$ cat config.mk
export PLATFORM = sky130hd
export DESIGN_NAME = stpg_front
export DESIGN_NICKNAME = d
export VERILOG_FILES = /design/src/rtl/core/stpg_pkg.sv /design/src/rtl/core/stpg_phase_div.sv /design/src/rtl/core/stpg_front.sv
export SDC_FILE = /design/constraint.sdc
export NUM_CORES = 2
export LEC_CHECK = 0
export ABC_AREA = 1
export BUFFER_PORTS_ARGS = -buffer_cell sky130_fd_sc_hd__buf_2
export CAP_MARGIN = 10
export CORE_AREA = 8 8 430 432
export CTS_BUF_LIST = sky130_fd_sc_hd__clkbuf_8
export DETAILED_ROUTE_END_ITERATION = 7
export DIE_AREA = 0 0 438 440
export GPL_TIMING_DRIVEN = 0
export SLEW_MARGIN = 40
export SYNTH_ARGS = -nofsm -noshare
export SYNTH_HDL_FRONTEND = slang
export SYNTH_SLANG_ARGS = --single-unit
$ cat constraint.sdc
create_clock -name clk -period 3.2 [get_ports clk]
set_input_delay 0.16 -clock clk [delete_from_list [all_inputs] [get_ports clk]]
set_output_delay 0.16 -clock clk [all_outputs]
set_load 0.005 [all_outputs]
$ cat src/rtl/core/stpg_pkg.sv
// Shared types, constants and sine table builder for the sinusoid test pattern generator.
package stpg_pkg;

    localparam int PHASE_BITS    = 12;
    localparam int MAX_DIMENSION = 4096;

    localparam int COORD_W   = $clog2(MAX_DIMENSION);
    localparam int DIM_W     = 13;
    localparam int MODE_W    = 1;
    localparam int NB_W      = 3;
    localparam int BYTE_W    = 8;
    localparam int CFG_IDX_W = 3;
    localparam int CFG_W     = DIM_W;

    localparam int QBITS    = PHASE_BITS - 2;
    localparam int QUARTER  = 1 << QBITS;
    localparam int QIDX_W   = QBITS + 1;
    localparam int SINE_W   = 15;
    localparam int DIV_STEPS = COORD_W + PHASE_BITS;

    localparam int QDEPTH   = 32;
    localparam int QPTR_W   = $clog2(QDEPTH);
    localparam int QCNT_W   = $clog2(QDEPTH + 1);

    localparam logic [DIM_W-1:0] WIDTH_RESET  = DIM_W'(256);
    localparam logic [DIM_W-1:0] HEIGHT_RESET = DIM_W'(256);
    localparam logic [MODE_W-1:0] MODE_RESET  = MODE_W'(1);
    localparam logic [NB_W-1:0]  NB_RESET     = NB_W'(3);

    localparam longint unsigned HALF_PI_Q30 = 64'd1686629713;
    localparam longint unsigned ONE_Q30     = 64'd1 << 30;
    localparam longint unsigned SINE_MAX    = 64'd16384;

    typedef enum logic [CFG_IDX_W-1:0] {
        CFG_IMAGE_WIDTH     = 3'd0,
        CFG_IMAGE_HEIGHT    = 3'd1,
        CFG_COLOR_MODE      = 3'd2,
        CFG_BYTES_PER_PIXEL = 3'd3
    } cfg_index_t;

    typedef struct packed {
        logic [COORD_W-1:0] pixel_column;
        logic [COORD_W-1:0] pixel_row;
    } pixel_in_t;

    typedef struct packed {
        logic [BYTE_W-1:0] first_byte;
        logic [BYTE_W-1:0] second_byte;
        logic [BYTE_W-1:0] third_byte;
        logic [BYTE_W-1:0] fourth_byte;
        logic [NB_W-1:0]   valid_bytes;
    } pixel_out_t;

    typedef struct packed {
        logic [PHASE_BITS-1:0] col_phase;
        logic [PHASE_BITS-1:0] row_phase;
    } phase_pair_t;

    typedef logic [SINE_W-1:0] sine_table_t [0:QUARTER];

    // Quarter-wave sine in Q1.14 from a Taylor series in Q30 fixed point.
    function automatic logic [SINE_W-1:0] quarter_entry(longint unsigned r);
        longint unsigned a;
        longint unsigned x2;
        longint unsigned h;
        longint unsigned v;
        a  = (r * HALF_PI_Q30) >> QBITS;
        x2 = (a * a) >> 30;
        h  = ONE_Q30 - x2 / 72;
        h  = ONE_Q30 - ((x2 * h) >> 30) / 42;
        h  = ONE_Q30 - ((x2 * h) >> 30) / 20;
        h  = ONE_Q30 - ((x2 * h) >> 30) / 6;
        v  = (((a * h) >> 30) + (64'd1 << 15)) >> 16;
        if (v > SINE_MAX)
        begin
            v = SINE_MAX;
        end
        return SINE_W'(v);
    endfunction

    // The table is filled in blocks of 32 entries to keep each loop short.
    function automatic sine_table_t build_sine_table();
        sine_table_t t;
        int unsigned idx;
        for (int unsigned hi = 0; hi <= (QUARTER >> 5); hi++)
        begin
            for (int unsigned lo = 0; lo < 32; lo++)
            begin
                idx = (hi << 5) + lo;
                if (idx <= QUARTER)
                begin
                    t[idx] = quarter_entry(longint'(idx));
                end
            end
        end
        return t;
    endfunction

endpackage

$ cat src/rtl/core/stpg_phase_div.sv
// Pipelined restoring divider that turns a coordinate into a phase, one quotient bit per stage.
module stpg_phase_div
    import stpg_pkg::*;
(
    input  logic                  clk,
    input  logic                  rst_n,
    input  logic                  in_valid,
    input  logic [COORD_W-1:0]    coord,
    input  logic [DIM_W-1:0]      divisor,
    output logic                  out_valid,
    output logic [PHASE_BITS-1:0] phase
);

    logic [DIV_STEPS-1:0]  valid_reg;
    logic [DIM_W-1:0]      rem_reg  [DIV_STEPS];
    logic [COORD_W-1:0]    num_reg  [DIV_STEPS];
    logic [PHASE_BITS-1:0] quot_reg [DIV_STEPS];

    logic [DIM_W-1:0]      rem_next  [DIV_STEPS];
    logic                  qbit_next [DIV_STEPS];

    for (genvar k = 0; k < DIV_STEPS; k++)
    begin : g_step
        logic [DIM_W-1:0]   rem_src;
        logic [COORD_W-1:0] num_src;
        logic [DIM_W:0]     trial;
        logic               fits;

        if (k == 0)
        begin : g_first
            assign rem_src = '0;
            assign num_src = coord;
        end
        else
        begin : g_later
            assign rem_src = rem_reg[k-1];
            assign num_src = num_reg[k-1];
        end

        // The dividend's low PHASE_BITS bits are zero; they enter as the coordinate shifts out.
        assign trial        = {rem_src, num_src[COORD_W-1]};
        assign fits         = trial >= {1'b0, divisor};
        assign rem_next[k]  = fits ? DIM_W'(trial - {1'b0, divisor}) : DIM_W'(trial);
        assign qbit_next[k] = fits;
    end

    always_ff @(posedge clk or negedge rst_n)
    begin
        if (!rst_n)
        begin
            valid_reg <= '0;
        end
        else
        begin
            valid_reg <= {valid_reg[DIV_STEPS-2:0], in_valid};
        end
    end

    always_ff @(posedge clk)
    begin
        rem_reg[0]  <= rem_next[0];
        num_reg[0]  <= coord << 1;
        quot_reg[0] <= {{(PHASE_BITS-1){1'b0}}, qbit_next[0]};
        for (int k = 1; k < DIV_STEPS; k++)
        begin
            rem_reg[k]  <= rem_next[k];
            num_reg[k]  <= num_reg[k-1] << 1;
            quot_reg[k] <= {quot_reg[k-1][PHASE_BITS-2:0], qbit_next[k]};
        end
    end

    assign out_valid = valid_reg[DIV_STEPS-1];
    assign phase     = quot_reg[DIV_STEPS-1];

endmodule

$ cat src/rtl/core/stpg_front.sv
// Front part: admits pixels against queue credit and computes both phases.
module stpg_front
    import stpg_pkg::*;
(
    input  logic        clk,
    input  logic        rst_n,
    input  logic        push,
    output logic        full,
    input  pixel_in_t   pixel,
    input  logic [DIM_W-1:0] image_width,
    input  logic [DIM_W-1:0] image_height,
    input  logic        queue_pop,
    output logic        phase_valid,
    output phase_pair_t phase_data
);

    logic [QCNT_W-1:0] pending_reg;
    logic [QCNT_W-1:0] pending_next;
    logic              accept;
    logic [DIM_W-1:0]  col_div;
    logic [DIM_W-1:0]  row_div;
    logic              col_valid;
    logic              row_valid;

    assign full   = pending_reg == QCNT_W'(QDEPTH);
    assign accept = push && !full;

    // A zero dimension divides as one.
    assign col_div = (image_width == '0) ? DIM_W'(1) : image_width;
    assign row_div = (image_height == '0) ? DIM_W'(1) : image_height;

    // Pending counts pixels in the divider pipeline plus those in the queue,
    // so the queue can never overflow.
    always_comb
    begin
        pending_next = pending_reg;
        if (accept && !queue_pop)
        begin
            pending_next = pending_reg + QCNT_W'(1);
        end
        else if (!accept && queue_pop)
        begin
            pending_next = pending_reg - QCNT_W'(1);
        end
    end

    always_ff @(posedge clk or negedge rst_n)
    begin
        if (!rst_n)
        begin
            pending_reg <= '0;
        end
        else
        begin
            pending_reg <= pending_next;
        end
    end

    stpg_phase_div u_col_div (
        .clk       (clk),
        .rst_n     (rst_n),
        .in_valid  (accept),
        .coord     (pixel.pixel_column),
        .divisor   (col_div),
        .out_valid (col_valid),
        .phase     (phase_data.col_phase)
    );

    stpg_phase_div u_row_div (
        .clk       (clk),
        .rst_n     (rst_n),
        .in_valid  (accept),
        .coord     (pixel.pixel_row),
        .divisor   (row_div),
        .out_valid (row_valid),
        .phase     (phase_data.row_phase)
    );

    assign phase_valid = col_valid && row_valid;

endmodule

==> results by group <==
Run status
  • Status: finished, final reports clean

Floorplanning
  • Die Wd: approximately 440 um
  • Initial Utilization: 0.338
  • Die Span Y: roughly 440 um
  • Number of I/O pins: 80
  • Core Area: between 150000 and 200000 um2
  • Die Area: about 190000 um2
  • Number of core rows: ~160

Hold path
  • WHS Path Cells: 7
  • Hold endpoint: u_row_div.rem_reg[1][34]$_DFF_P_
  • Worst min-delay path class: in -> reg
  • Hold path start: image_height[8]

Clocking
  • Resize count post-CTS: 0
  • Worst-Skew Late Latency: 0.94 ns
  • Root Driver: clkbuf_8
  • Num Clock Sinks: 916
  • CTS clk-pin slew, worst paths: approximately 0.06 ns
  • H-tree levels: 4
  • CTS buffer count: ~170
  • Deepest clock path buffer count: 3
  • CTS tree: built

Placed design
  • Placed cell area: between 60000 and 70000 um2
  • Setup slack at placement: -0.830 ns
  • Port-buffer cells: 79
  • Placed Instances: 10400
  • Placer Congestion: ~0.9
  • Dpl hpwl: 119000 um

Layout
  • Final nets: 9000
  • Share of cells above drive strength 1: 0.134
  • Post-route cell area: between 60000 and 70000 um2
  • Fill count: roughly 18000
  • Area Growth Syn to Fin: 14.0%
  • Final non-filler cell total: 10800

Synthesis
  • Post-synth ARST share: 0.0328
  • Main synth FF type: dfxtp_1
  • Synth area leader: dfxtp_1
  • Net count after synthesis: 8628
  • Mapped Avg Cell Area: 7.60 um2
  • Register area share after synthesis: 0.308
  • Syn Inst Count: approximately 8000
  • Post-synthesis register bit count: 916
  • Synth Cell Area: roughly 60000 um2
  • Yosys top cell area share: 0.295
  • Number of flops mapped to enable cells by yosys: 0
  • Synth area leaders: dfxtp_1 30%, ha_1 13%, nand2_1 11%
  • Distinct cell type count after synthesis: 48
  • Yosys warnings: 0

Worst setup path
  • Startpoint types: input port
  • Critical Path, Cell by Cell: dlygate4sd3_1 -> buf_2 -> inv_4 -> nand2_2 -> nor2_8 -> nand2_4 -> nand2_4 -> buf_4 -> ha_1 -> nor3_1 -> nand3_1 -> nor2_2 -> nand4_1 -> nand2_1 -> inv_2 -> buf_6 -> a31oi_1 -> dlygate4sd3_1
  • Setup CP Type: in -> reg
  • CP arrival: between 3 and 4 ns
  • Register-to-Register Path Depth: 14
  • Crit. Startpoint: image_height[12]
  • Top delay family on crit path: buffers and inverters
  • R2R setup slack: around 0.56 ns
  • RR Startpoint: pending_reg[2]$_DFFE_PN0P_
  • Worst Path Buf+Inv: 7
  • Crit path required time: 4.05 ns
  • CP max stage delay: 0.57 ns
  • Reg2reg end: pending_reg[5]$_DFFE_PN0P_
  • Slowest cell on the critical path: dlygate4sd3_1
  • Worst setup EP type: register
  • CP max FO: 30

Power and ir drop
  • Seq pwr share: 0.287
  • Peak supply drop: roughly 0.52 mV
  • Power per standard cell area: between 900 and 1000 nW/um2
  • Overall Power: between 60 and 70 mW
  • Int Power: roughly 35 mW
  • Gate power share: 0.527
  • Switching portion of total power: 0.446
  • Sw Pwr: 27.9 mW
  • Leakage Power: approximately 34 nW
  • Clock Power Share: 0.187

GRT
  • Vias in the first global route: 51100
  • First-pass GRT wire length: about 260000 um
  • Initial antenna violation count: 3
  • Total track usage: 0.164
  • Total global routing overflow: 0
  • Largest net degree at the start of global routing: 32

Timing
  • Worst-Margin Slew: just under 0.9 ns
  • Final min period: about 3.0 ns
  • Pins Over Slew Limit: 0
  • Unrepaired setup endpoints after global routing: no
  • Final Hold Fails: 0
  • Clock skew: between 0.05 and 0.06 ns
  • Relative slew slack: 0.420
  • Tcrit/Tclk final: 0.943
  • Fmax: ~330 MHz
  • Final setup viols: 0
  • Worst setup margin: roughly 0.18 ns

Routing
  • WL/cell: about 15 um
  • Initial DRT Pass Iterations: 7
  • DRC: 0
  • DRT Wirelength: around 160000 um
  • DR vias: about 52000
  • Drt via density: between 4 and 5
  • Final ANT Viol Nets: 0
  • Iter 0 DRT Violations: ~3100

Job
  • Max-Cap Viols: 0
==> what timing repair did <==
item,in CTS,in global routing
hold buffers,98,0
buffers inserted,0,0
endpoints found under the hold margin,193,0
endpoints found under the setup margin,0,33
==> cells by family after synthesis <==
family                   after synthesis  synth area share
AO/OA/AOI/OAI                       1374             0.140
XOR/XNOR                             271            0.0395
adder cells (fa/ha/maj)              672             0.146
buffers and inverters               1343            0.0978
flip-flops                           916             0.308
AND/OR/NAND/NOR                     3326             0.269
==> tightest hold or removal path: stages <==
cell,delay [ns]
buf_2,0.11
inv_4,0.08
buf_12,0.21
ha_1,0.23
xnor2_1,0.09
nand2_1,0.05
o21ai_1,0.05
==> power groups by stage <==
stage               logic [mW]  clock network, mW  registers, mW
CTS                       32.8               12.2           18.0
finish                    32.9               11.7           17.9
detailed placement        32.5                  0           18.1
floorplan                 25.9                  0           17.2
global route              37.3               12.8           18.4
global placement          32.1                  0           18.1
==> area by class of cell <==
cell class	count	area, um2	area share
multi-input combinational	5643	35700	0.521
sequential	916	18500	0.270
inverter	1217	4620	0.0675
tap	2355	2950	0.0431
clock buffer	214	2950	0.0430
timing repair buffer	200	1890	0.0276
buffer	124	1300	0.0189
clock inverter	84	571	0.00834
antenna	5	12.5	0.000183
==> per-stage QoR <==
| step | utilization | hold WS, ns | setup TNS [ns] |
|---|---|---|---|
| after detailed placement | 0.360 | 0.222 | -192.06 |
| after CTS | 0.385 | 0.00437 | 0 |
| after global placement | 0.357 | 0.207 | -590.07 |
| after floorplan | - | -0.136 | 0 |
| after global routing | 0.385 | 0.0646 | 0 |
| final | 0.385 | 0.105 | 0 |
==> synth_stat cells (23+ instances only) <==
cell      instances
a21oi_2          28
nand2_2          58
o21bai_1         86
nor3_1           49
a21oi_4          29
inv_2            59
o21ai_2         140
a31oi_1          50
nand4_1         226
ha_1            627
dfxtp_1         886
nor2_1          415
and2_1           24
nor2_2           46
nor3_2           35
nand3_1         500
xor2_1          179
nand2_1        1725
dfrtp_1          30
o21ai_0         212
buf_4            26
o21ai_1         342
fa_1             45
or2_2            35
buf_6            89
inv_1          1158
nand3_4          40
a21oi_1         441
nand3_2          76
nand4_2          23
xnor2_1          92
==> cell usage in the layout (no fill, tap or decap), types with 50 or more instances in the layout <==
cell	count
nand2_1	1725
inv_1	1179
dfxtp_1	886
ha_1	627
nand3_1	500
a21oi_1	441
nor2_1	415
o21ai_1	342
nand4_1	226
clkbuf_8	214
o21ai_0	212
xor2_1	179
o21ai_2	140
dlygate4sd3_1	97
xnor2_1	92
buf_6	89
o21bai_1	86
buf_2	81
nand3_2	76
inv_2	60
nand2_2	58
a31oi_1	50
==> how the worst max path moves through the flow <==
stage / end / slack, ns / cells after the start
floorplan: u_row_div.rem_reg[0][35]$_DFF_P_ / 0.35 / 17
global placement: u_row_div.rem_reg[0][77]$_DFF_P_ / -1.99 / 17
detailed placement: u_row_div.rem_reg[0][77]$_DFF_P_ / -0.83 / 17
CTS: u_col_div.rem_reg[0][11]$_SDFF_PN0_ / 0.01 / 15
global route: u_row_div.rem_reg[0][7]$_SDFF_PN0_ / 0.10 / 18
finish: u_row_div.rem_reg[0][9]$_SDFF_PN0_ / 0.18 / 18
==> per-layer routing <==
metal,track usage,wire [um],part of all wire
met2,0.276,74300,0.46
met3,0.0270,7240,0.045
met4,0.0578,5140,0.032
met5,0,0,0
met1,0.212,75100,0.46
Power figures use the tool's default switching activity.
