**src/rtl/core/stpg_pkg.sv**
```systemverilog
// Shared types, constants and sine table builder for the sinusoid test pattern generator.
package stpg_pkg;

    localparam int PHASE_BITS    = 12;
    localparam int MAX_DIMENSION = 4096;

    localparam int COORD_W   = $clog2(MAX_DIMENSION);
    localparam int DIM_W     = 13;
    localparam int MODE_W    = 1;
    localparam int NB_W      = 3;
    localparam int BYTE_W    = 8;
    localparam int CFG_IDX_W = 3;
    localparam int CFG_W     = DIM_W;

    localparam int QBITS    = PHASE_BITS - 2;
    localparam int QUARTER  = 1 << QBITS;
    localparam int QIDX_W   = QBITS + 1;
    localparam int SINE_W   = 15;
    localparam int DIV_STEPS = COORD_W + PHASE_BITS;

    localparam int QDEPTH   = 32;
    localparam int QPTR_W   = $clog2(QDEPTH);
    localparam int QCNT_W   = $clog2(QDEPTH + 1);

    localparam logic [DIM_W-1:0] WIDTH_RESET  = DIM_W'(256);
    localparam logic [DIM_W-1:0] HEIGHT_RESET = DIM_W'(256);
    localparam logic [MODE_W-1:0] MODE_RESET  = MODE_W'(1);
    localparam logic [NB_W-1:0]  NB_RESET     = NB_W'(3);

    localparam longint unsigned HALF_PI_Q30 = 64'd1686629713;
    localparam longint unsigned ONE_Q30     = 64'd1 << 30;
    localparam longint unsigned SINE_MAX    = 64'd16384;

    typedef enum logic [CFG_IDX_W-1:0] {
        CFG_IMAGE_WIDTH     = 3'd0,
        CFG_IMAGE_HEIGHT    = 3'd1,
        CFG_COLOR_MODE      = 3'd2,
        CFG_BYTES_PER_PIXEL = 3'd3
    } cfg_index_t;

    typedef struct packed {
        logic [COORD_W-1:0] pixel_column;
        logic [COORD_W-1:0] pixel_row;
    } pixel_in_t;

    typedef struct packed {
        logic [BYTE_W-1:0] first_byte;
        logic [BYTE_W-1:0] second_byte;
        logic [BYTE_W-1:0] third_byte;
        logic [BYTE_W-1:0] fourth_byte;
        logic [NB_W-1:0]   valid_bytes;
    } pixel_out_t;

    typedef struct packed {
        logic [PHASE_BITS-1:0] col_phase;
        logic [PHASE_BITS-1:0] row_phase;
    } phase_pair_t;

    typedef logic [SINE_W-1:0] sine_table_t [0:QUARTER];

    // Quarter-wave sine in Q1.14 from a Taylor series in Q30 fixed point.
    function automatic logic [SINE_W-1:0] quarter_entry(longint unsigned r);
        longint unsigned a;
        longint unsigned x2;
        longint unsigned h;
        longint unsigned v;
        a  = (r * HALF_PI_Q30) >> QBITS;
        x2 = (a * a) >> 30;
        h  = ONE_Q30 - x2 / 72;
        h  = ONE_Q30 - ((x2 * h) >> 30) / 42;
        h  = ONE_Q30 - ((x2 * h) >> 30) / 20;
        h  = ONE_Q30 - ((x2 * h) >> 30) / 6;
        v  = (((a * h) >> 30) + (64'd1 << 15)) >> 16;
        if (v > SINE_MAX)
        begin
            v = SINE_MAX;
        end
        return SINE_W'(v);
    endfunction

    // The table is filled in blocks of 32 entries to keep each loop short.
    function automatic sine_table_t build_sine_table();
        sine_table_t t;
        int unsigned idx;
        for (int unsigned hi = 0; hi <= (QUARTER >> 5); hi++)
        begin
            for (int unsigned lo = 0; lo < 32; lo++)
            begin
                idx = (hi << 5) + lo;
                if (idx <= QUARTER)
                begin
                    t[idx] = quarter_entry(longint'(idx));
                end
            end
        end
        return t;
    endfunction

endpackage

```
**src/rtl/core/stpg_queue.sv**
```systemverilog
// Short queue of phase pairs between the front and back parts.
module stpg_queue
    import stpg_pkg::*;
(
    input  logic        clk,
    input  logic        rst_n,
    input  logic        wr_en,
    input  phase_pair_t wr_data,
    input  logic        rd_en,
    output logic        empty,
    output phase_pair_t rd_data
);

    phase_pair_t       entry_reg [QDEPTH];
    logic [QPTR_W-1:0] wr_ptr_reg;
    logic [QPTR_W-1:0] rd_ptr_reg;
    logic [QCNT_W-1:0] count_reg;
    logic [QPTR_W-1:0] wr_ptr_next;
    logic [QPTR_W-1:0] rd_ptr_next;
    logic [QCNT_W-1:0] count_next;

    always_comb
    begin
        wr_ptr_next = wr_en ? wr_ptr_reg + QPTR_W'(1) : wr_ptr_reg;
        rd_ptr_next = rd_en ? rd_ptr_reg + QPTR_W'(1) : rd_ptr_reg;
        count_next  = count_reg;
        if (wr_en && !rd_en)
        begin
            count_next = count_reg + QCNT_W'(1);
        end
        else if (!wr_en && rd_en)
        begin
            count_next = count_reg - QCNT_W'(1);
        end
    end

    always_ff @(posedge clk or negedge rst_n)
    begin
        if (!rst_n)
        begin
            wr_ptr_reg <= '0;
            rd_ptr_reg <= '0;
            count_reg  <= '0;
        end
        else
        begin
            wr_ptr_reg <= wr_ptr_next;
            rd_ptr_reg <= rd_ptr_next;
            count_reg  <= count_next;
        end
    end

    always_ff @(posedge clk)
    begin
        if (wr_en)
        begin
            entry_reg[wr_ptr_reg] <= wr_data;
        end
    end

    assign empty   = count_reg == '0;
    assign rd_data = entry_reg[rd_ptr_reg];

endmodule

```
**config.mk**
```make
export PLATFORM = sky130hd
export DESIGN_NAME = stpg_queue
export DESIGN_NICKNAME = d
export VERILOG_FILES = /design/src/rtl/core/stpg_pkg.sv /design/src/rtl/core/stpg_queue.sv
export SDC_FILE = /design/constraint.sdc
export NUM_CORES = 1
export LEC_CHECK = 0
export BUFFER_PORTS_ARGS = -buffer_cell sky130_fd_sc_hd__buf_2
export CORE_UTILIZATION = 62
export DETAILED_ROUTE_END_ITERATION = 16
export GPL_ROUTABILITY_DRIVEN = 1
export PLACE_DENSITY = 0.79
export SYNTH_ARGS = -nofsm -noshare
export SYNTH_HDL_FRONTEND = slang
export SYNTH_SLANG_ARGS = --single-unit
```
**constraint.sdc**
```tcl
create_clock -name clk -period 3.5 [get_ports clk]
set_clock_uncertainty 0.2 [all_clocks]
set_input_delay 0.175 -clock clk [delete_from_list [all_inputs] [get_ports clk]]
set_output_delay 0.175 -clock clk [all_outputs]
set_load 0.005 [all_outputs]
```
==> results of run 1 <==
where the power goes:
| part | leakage, nW | switching [mW] | internal [mW] | total, mW |
|---|---|---|---|---|
| logic | 2.89 | 4.64 | 3.45 | 8.09 |
| registers | 7.11 | 0.286 | 11.0 | 11.2 |
| clock network | 1.15 | 3.35 | 4.52 | 7.87 |
Yosys cell counts (2+ instances only):
master	n
a211oi_1	47
a21o_1	2
a21oi_1	27
a22o_1	23
a22oi_1	24
buf_1	3
buf_2	21
buf_4	14
clkbuf_1	41
dfrtp_1	16
edfxtp_1	768
ha_1	10
inv_1	4
mux2_2	2
mux2i_1	94
mux4_2	146
nand2_1	13
nand3_1	2
nand3b_1	3
nand4_1	3
nor2_1	35
nor2b_1	2
nor4_1	2
o21ai_0	8
o221ai_1	24
o22ai_1	23
or3b_2	2
or4_1	2
xnor2_1	8
xor2_1	4
metrics by stage:
step / hold slack, ns / TNS (ns) / std cells
global placement: -0.0199 / 0 / 2039
finish: 0.274 / 0 / 2211
global route: 0.269 / -0.000763 / 2210
floorplan: -0.321 / 0 / 1382
detailed placement: -0.0212 / 0 / 2039
CTS: 0.236 / 0 / 2210
layout make-up:
type	instances	area [sq um]
Antenna cell	1	2.50
Clock buffer	102	2060
Clock inverter	36	323
Fill cell	2569	13200
Inverter	4	15.0
Multi-Input combinational cell	513	6330
Sequential cell	784	23500
Tap cell	615	769
Timing Repair Buffer	156	1540
worst reg2reg max path: stages, from the launching register on:
cell     delay (ns)
dfrtp_1        0.44
inv_1          0.12
ha_1           0.17
nand2_1        0.36
nor2_2         0.77
buf_12         0.29
routing by layer:
metal / GRT usage / up-vias / part of all wire
li1: - / 6168 / -
met1: 0.444 / 7901 / 0.36
met2: 0.469 / 1135 / 0.47
met3: 0.0848 / 194 / 0.13
met4: 0.122 / 2 / 0.038
met5: 0 / - / 0.00015
cell families (layout without fill, tap and decap cells):
kind of cell | count (synthesis) | in the layout
flip-flops | 784 | 784
buffers and inverters | 85 | 298
multiplexers | 242 | 242
adder cells (fa/ha/maj) | 11 | 11
AO/OA/AOI/OAI | 179 | 179
XOR/XNOR | 12 | 12
other | 0 | 1
AND/OR/NAND/NOR | 69 | 69
repair_timing:
action / in CTS / in global routing
hold buffers: 28 / 0
setup buffers: 5 / 0
hold endpoints to repair: 792 / 0
gates resized for setup: 2 / 7
setup endpoints to repair: 20 / 6
worst max-delay path by stage:
| stage | startpoint | cells after the start | end | slack (ns) |
|---|---|---|---|---|
| after global placement | rd_ptr_reg[0] | 6 | rd_data[4] | 0.37 |
| final | rd_ptr_reg[1] | 6 | rd_data[23] | 0.04 |
| after global routing | rd_ptr_reg[0] | 7 | rd_data[7] | -0.0008 |
| after detailed placement | rd_ptr_reg[0] | 6 | rd_data[4] | 0.35 |
| after CTS | rd_ptr_reg[0] | 7 | rd_data[6] | 0.03 |
| after floorplan | wr_ptr_reg[2] | 3 | entry_reg[4][0] | 0.80 |
==> results.md, run 1 <==
* Outcome: finished clean
* Commonest non-fill, non-tap cell in the layout: edfxtp_1
* Worst-case clock buffer depth at 3
* Compound-gate portion of the synthesized area at 0.0429
* Clock root cell: clkbuf_16
* Initial antenna violation count at 2
* Number of distinct library cells after synthesis at 39
* Max Clk Rate at 289 MHz
* H-tree Lvls at 3
* Gr usage total at 0.312
* Total Power at 27.2 mW
* Post-synth top flop: edfxtp_1
* Hold Crit Class: in2reg
* Pin count of the biggest net entering global routing at 91
* CP bufs+invs at 2
* Kind of critical path: reg2out
* Post-route cell area at 0.0345 sq mm
* IO Port Bufs at 52
* R2R depth at 5
* Synth top area share at 0.769
* Critical Path AT at 3.08 ns
* Critical path required time at 3.12 ns
* Slew Limit Headroom at 0.286
* Synthesized area at 0.0300 sq mm
* Worst r2r src: wr_ptr_reg[0]
* Fin util at 0.723
* Rows at 80
* EDFF count, synth at 768
* WL final at 74.1 mm
* Syn avg cell area at 21.7 sq um
* Area after DPL at 0.0318 sq mm
* Seq cells post-synth at 784
* CTS buffer count at 76
* Worst r2r dst: entry_reg[30][18]
* Cells after synthesis at 1382
* Estimated wirelength of the detail-placed design at 40.2 mm
* Gr ovfl total at 0
* Post-route ant nets at 0
* Nets at 1574
* Startpoint Class: register
* Critical path's largest stage delay at 0.50 ns
* Initial drt markers at 2312
* Peak supply drop at 466 uV
* Async set or reset register ratio after synthesis at 0.0204
* CP delay by family, top: compound AO/OA/AOI/OAI gates
* R2R Setup Slk at 0.80 ns
* First-pass GRT wire length at 108 mm
* Largest family of logic cells by synthesized area: multiplexers
* Clk Latency, worst-skew pair at 0.62 ns
* Hold EP: rd_ptr_reg[0]
* # IOs at 53
* Clk slew on worst S/H paths at 0.06 ns
* Area growth, synth to finish at 15.1%
* Cell count of the worst hold path at 3
* Commonest cells after routing, fill and taps aside: edfxtp_1 (768), mux4_2 (146), mux2i_1 (94)
* Post-detailed-route wirelength per cell at 33.5 um
* Cell Pwr Density at 788 mW/mm^2
* Die Y-Extent at 222 um
* Leakage at 11.1 nW
* CORE AREA at 0.0477 sq mm
* Max reg flops at 768
* Clk sinks at 784
* Synth top area cells: edfxtp_1 (77%), mux4_2 (11%), mux2i_1 (3.1%), dfrtp_1 (1.3%), a211oi_1 (1.2%)
* Synth Area in XOR/XNOR at 0.00351
* TritonCTS clock tree: built
* Slowest CP cell: dfrtp_4
* Vias in the first global route at 15851
* Tcrit/Tclk final at 0.988
* Post-synthesis net count at 1421
* Initial Util at 0.628
* Worst-path fanout max at 54
* Pre-CTS setup slack at 0.349 ns
* CP Capture Type: primary output
* DRC at 0
* Die width at 222 um
* Vias per cell at 6.97
* Final setup fails at 0
* DR pass1 iterations at 5
* Hold Startpoint: rd_en
* GP Congestion at 0.785
* Synth Area in Adders at 0.00484
* PnR worst setup slack at 0.0406 ns
* Register area share after synthesis at 0.783
* Die area at 0.0492 sq mm
* Ys Warns at 0
* Synth area leader: edfxtp_1
* Synth Area in Simple Gates at 0.0108
* Tmin final at 3.46 ns
* DR vias at 15400
* CP Cell Sequence: buf_6 -> mux4_2 -> a22o_1 -> a211oi_1 -> a21oi_1 -> buf_2
* Worst-Margin Slew at 1.07 ns
* Layout cells sized above 1 at 0.265
* Mux share of post-synthesis cell area at 0.142
* Max-cap violations at 0
* Final Hold Vio Count at 0
* Pins Over Slew Limit at 0
(Power assumes the default switching activity.)
==> run 2: changes to the inputs <==
--- a/config.mk
+++ b/config.mk
@@ -6,10 +6,14 @@
 export NUM_CORES = 1
 export LEC_CHECK = 0
 export BUFFER_PORTS_ARGS = -buffer_cell sky130_fd_sc_hd__buf_2
-export CORE_UTILIZATION = 62
+export CELL_PAD_IN_SITES_DETAIL_PLACEMENT = 0
+export CELL_PAD_IN_SITES_GLOBAL_PLACEMENT = 1
+export CORE_UTILIZATION = 55
+export CTS_CLUSTER_SIZE = 8
 export DETAILED_ROUTE_END_ITERATION = 16
 export GPL_ROUTABILITY_DRIVEN = 1
-export PLACE_DENSITY = 0.79
+export PLACE_DENSITY_LB_ADDON = 0.1
+export RECOVER_POWER = 50
 export SYNTH_ARGS = -nofsm -noshare
 export SYNTH_HDL_FRONTEND = slang
 export SYNTH_SLANG_ARGS = --single-unit
==> results.md, run 2 (synthesis gave the netlist of run 1 again) <==
* Tmin final at 3.39 ns
* Max Clk Rate at 295 MHz
* Post-detailed-route wirelength per cell at 32.0 um
* Max-cap violations at 0
* Grt met1 use at 0.375
* Critical path's largest stage delay at 0.50 ns
* Placed instance count at 2122
* Pin count of the biggest net entering global routing at 50
* Die Y-Extent at 235 um
* H-tree Lvls at 3
* Clk slew on worst S/H paths at 0.06 ns
* Worst-case clock buffer depth at 3
* Max reg flops at 768
* Gr busiest metal: met2
* DR vias at 14944
* Gr usage total at 0.271
* Gr ovfl total at 0
* Leakage at 11.3 nW
* CP Cell Sequence: buf_12 -> buf_12 -> buf_12 -> buf_4 -> mux4_2 -> a211oi_1 -> a21oi_1 -> buf_2
* Clock root cell: clkbuf_16
* Critical path required time at 3.12 ns
* Final cell count without fillers at 2290
* WL final at 73.4 mm
* Initial antenna violation count at 3
* Startpoint Class: register
* Estimated wirelength of the detail-placed design at 39.1 mm
* Kind of critical path: reg2out
* Worst-Margin Slew at 1.45 ns
* Post-route ant nets at 0
* Nets at 1609
* CP dominant cell by count: buf_12
* DRC at 0
* Layout cells sized above 1 at 0.258
* Final Hold Vio Count at 0
* Clk Latency, worst-skew pair at 0.63 ns
* Tcrit/Tclk final at 0.969
* Final setup fails at 0
* First-pass GRT wire length at 106 mm
* Die width at 235 um
* CORE AREA at 0.0538 sq mm
* TNS Setup at 0 ns
* TritonCTS clock tree: built
* Initial drt markers at 1401
* CP bufs+invs at 5
* Clk sinks at 784
* Pins Over Slew Limit at 0
* Area of the multi-input gates at 0.00639 sq mm
* IO Port Bufs at 52
* Vias per cell at 6.53
* Slowest CP cell: mux4_2
* Hold Crit Class: in2reg
* Outcome: finished clean
* GRT met2 Usage at 0.449
* Fin util at 0.650
* DR pass1 iterations at 6
* Worst-path fanout max at 21
* Storage cell area at 0.0235 sq mm
* CTS buffer count at 107
* Initial Util at 0.557
* Rows at 85
* Die area at 0.0555 sq mm
* Commonest non-fill, non-tap cell in the layout: edfxtp_1
* GP Congestion at 0.732
* GR Util met3 at 0.0516
* Fill cell count at 3595
* Peak supply drop at 577 uV
* Slew Limit Headroom at 0.0318
* Vias in the first global route at 15491
* Area growth, synth to finish at 16.8%
* CP Capture Type: primary output
* Critical Path AT at 3.02 ns
* RSZ-0062 raised after global routing: no
* Cell Pwr Density at 814 mW/mm^2
* # IOs at 53
* Commonest cells after routing, fill and taps aside: edfxtp_1 (768), mux4_2 (146), clkbuf_16 (111)
* CP delay by family, top: buffers and inverters
## run 2: cell count changes in the layout (fill, tap and decap cells not counted), moves of 17 or more
cell and delta:
buf_2 -26, clkbuf_1 +22, clkbuf_16 +32, clkinv_1 -17
## run 2: per-layer routing
layer  vias up  part of all wire
met5         -           0.00046
met1      8008              0.41
met3       128             0.067
met2       602              0.50
met4         4             0.025
li1       6202                 -
## run 2: power breakdown
| part | switching [mW] | total, mW | internal (mW) |
|---|---|---|---|
| Clock | 3.56 | 9.13 | 5.57 |
| Sequential | 0.381 | 11.4 | 11.0 |
| Combinational | 4.51 | 7.99 | 3.48 |
| Total | 8.45 | 28.5 | 20.0 |
## run 2: final cells by class
| class | count | share of cell area |
|---|---|---|
| Inverter | 4 | 0.000429 |
| Clock buffer | 129 | 0.0813 |
| Sequential cell | 784 | 0.671 |
| Tap cell | 696 | 0.0249 |
| Timing Repair Buffer | 160 | 0.0390 |
| Clock inverter | 3 | 0.00136 |
| Antenna cell | 1 | 0.0000715 |
| Multi-Input combinational cell | 513 | 0.183 |
## run 2: worst reg2reg max path, cell delays in order (launching register included)
cell and delay (ns):
dfrtp_1 0.44, inv_1 0.11, ha_1 0.15, nand2_1 0.45
nor2_4 0.79, buf_12 0.27
## run 2: through the flow
step | setup slack, ns | area (sq um) | total power, mW | hold slack, ns
finish | 0.110 | 35000 | 28.5 | 0.223
global route | 0.00861 | 35000 | 29.5 | 0.236
CTS | 0.000588 | 35000 | 28.6 | 0.193
detailed placement | 0.510 | 31800 | 19.4 | -0.0641
global placement | 0.530 | 31800 | 19.3 | -0.0755
floorplan | 0.795 | 30000 | 16.3 | -0.321
## run 2: final timing paths
check                      cells after the start  slack, ns          endpoint          start
max                                            8       0.11       rd_data[16]  rd_ptr_reg[0]
min                                            3       0.22     wr_ptr_reg[0]          wr_en
max reg2reg                                    5       0.80  entry_reg[28][8]  wr_ptr_reg[0]
min reg2reg                                    1       0.28      count_reg[5]   count_reg[5]
max in group asynchronous                      3       1.87     rd_ptr_reg[0]          rst_n
min in group asynchronous                      3       0.62     rd_ptr_reg[1]          rst_n
## run 2: repair_timing
action,CTS,global route
setup endpoints to repair,23,9
hold endpoints to repair,792,0
hold buffers,28,0
resized for setup,3,4
buffers inserted,6,1
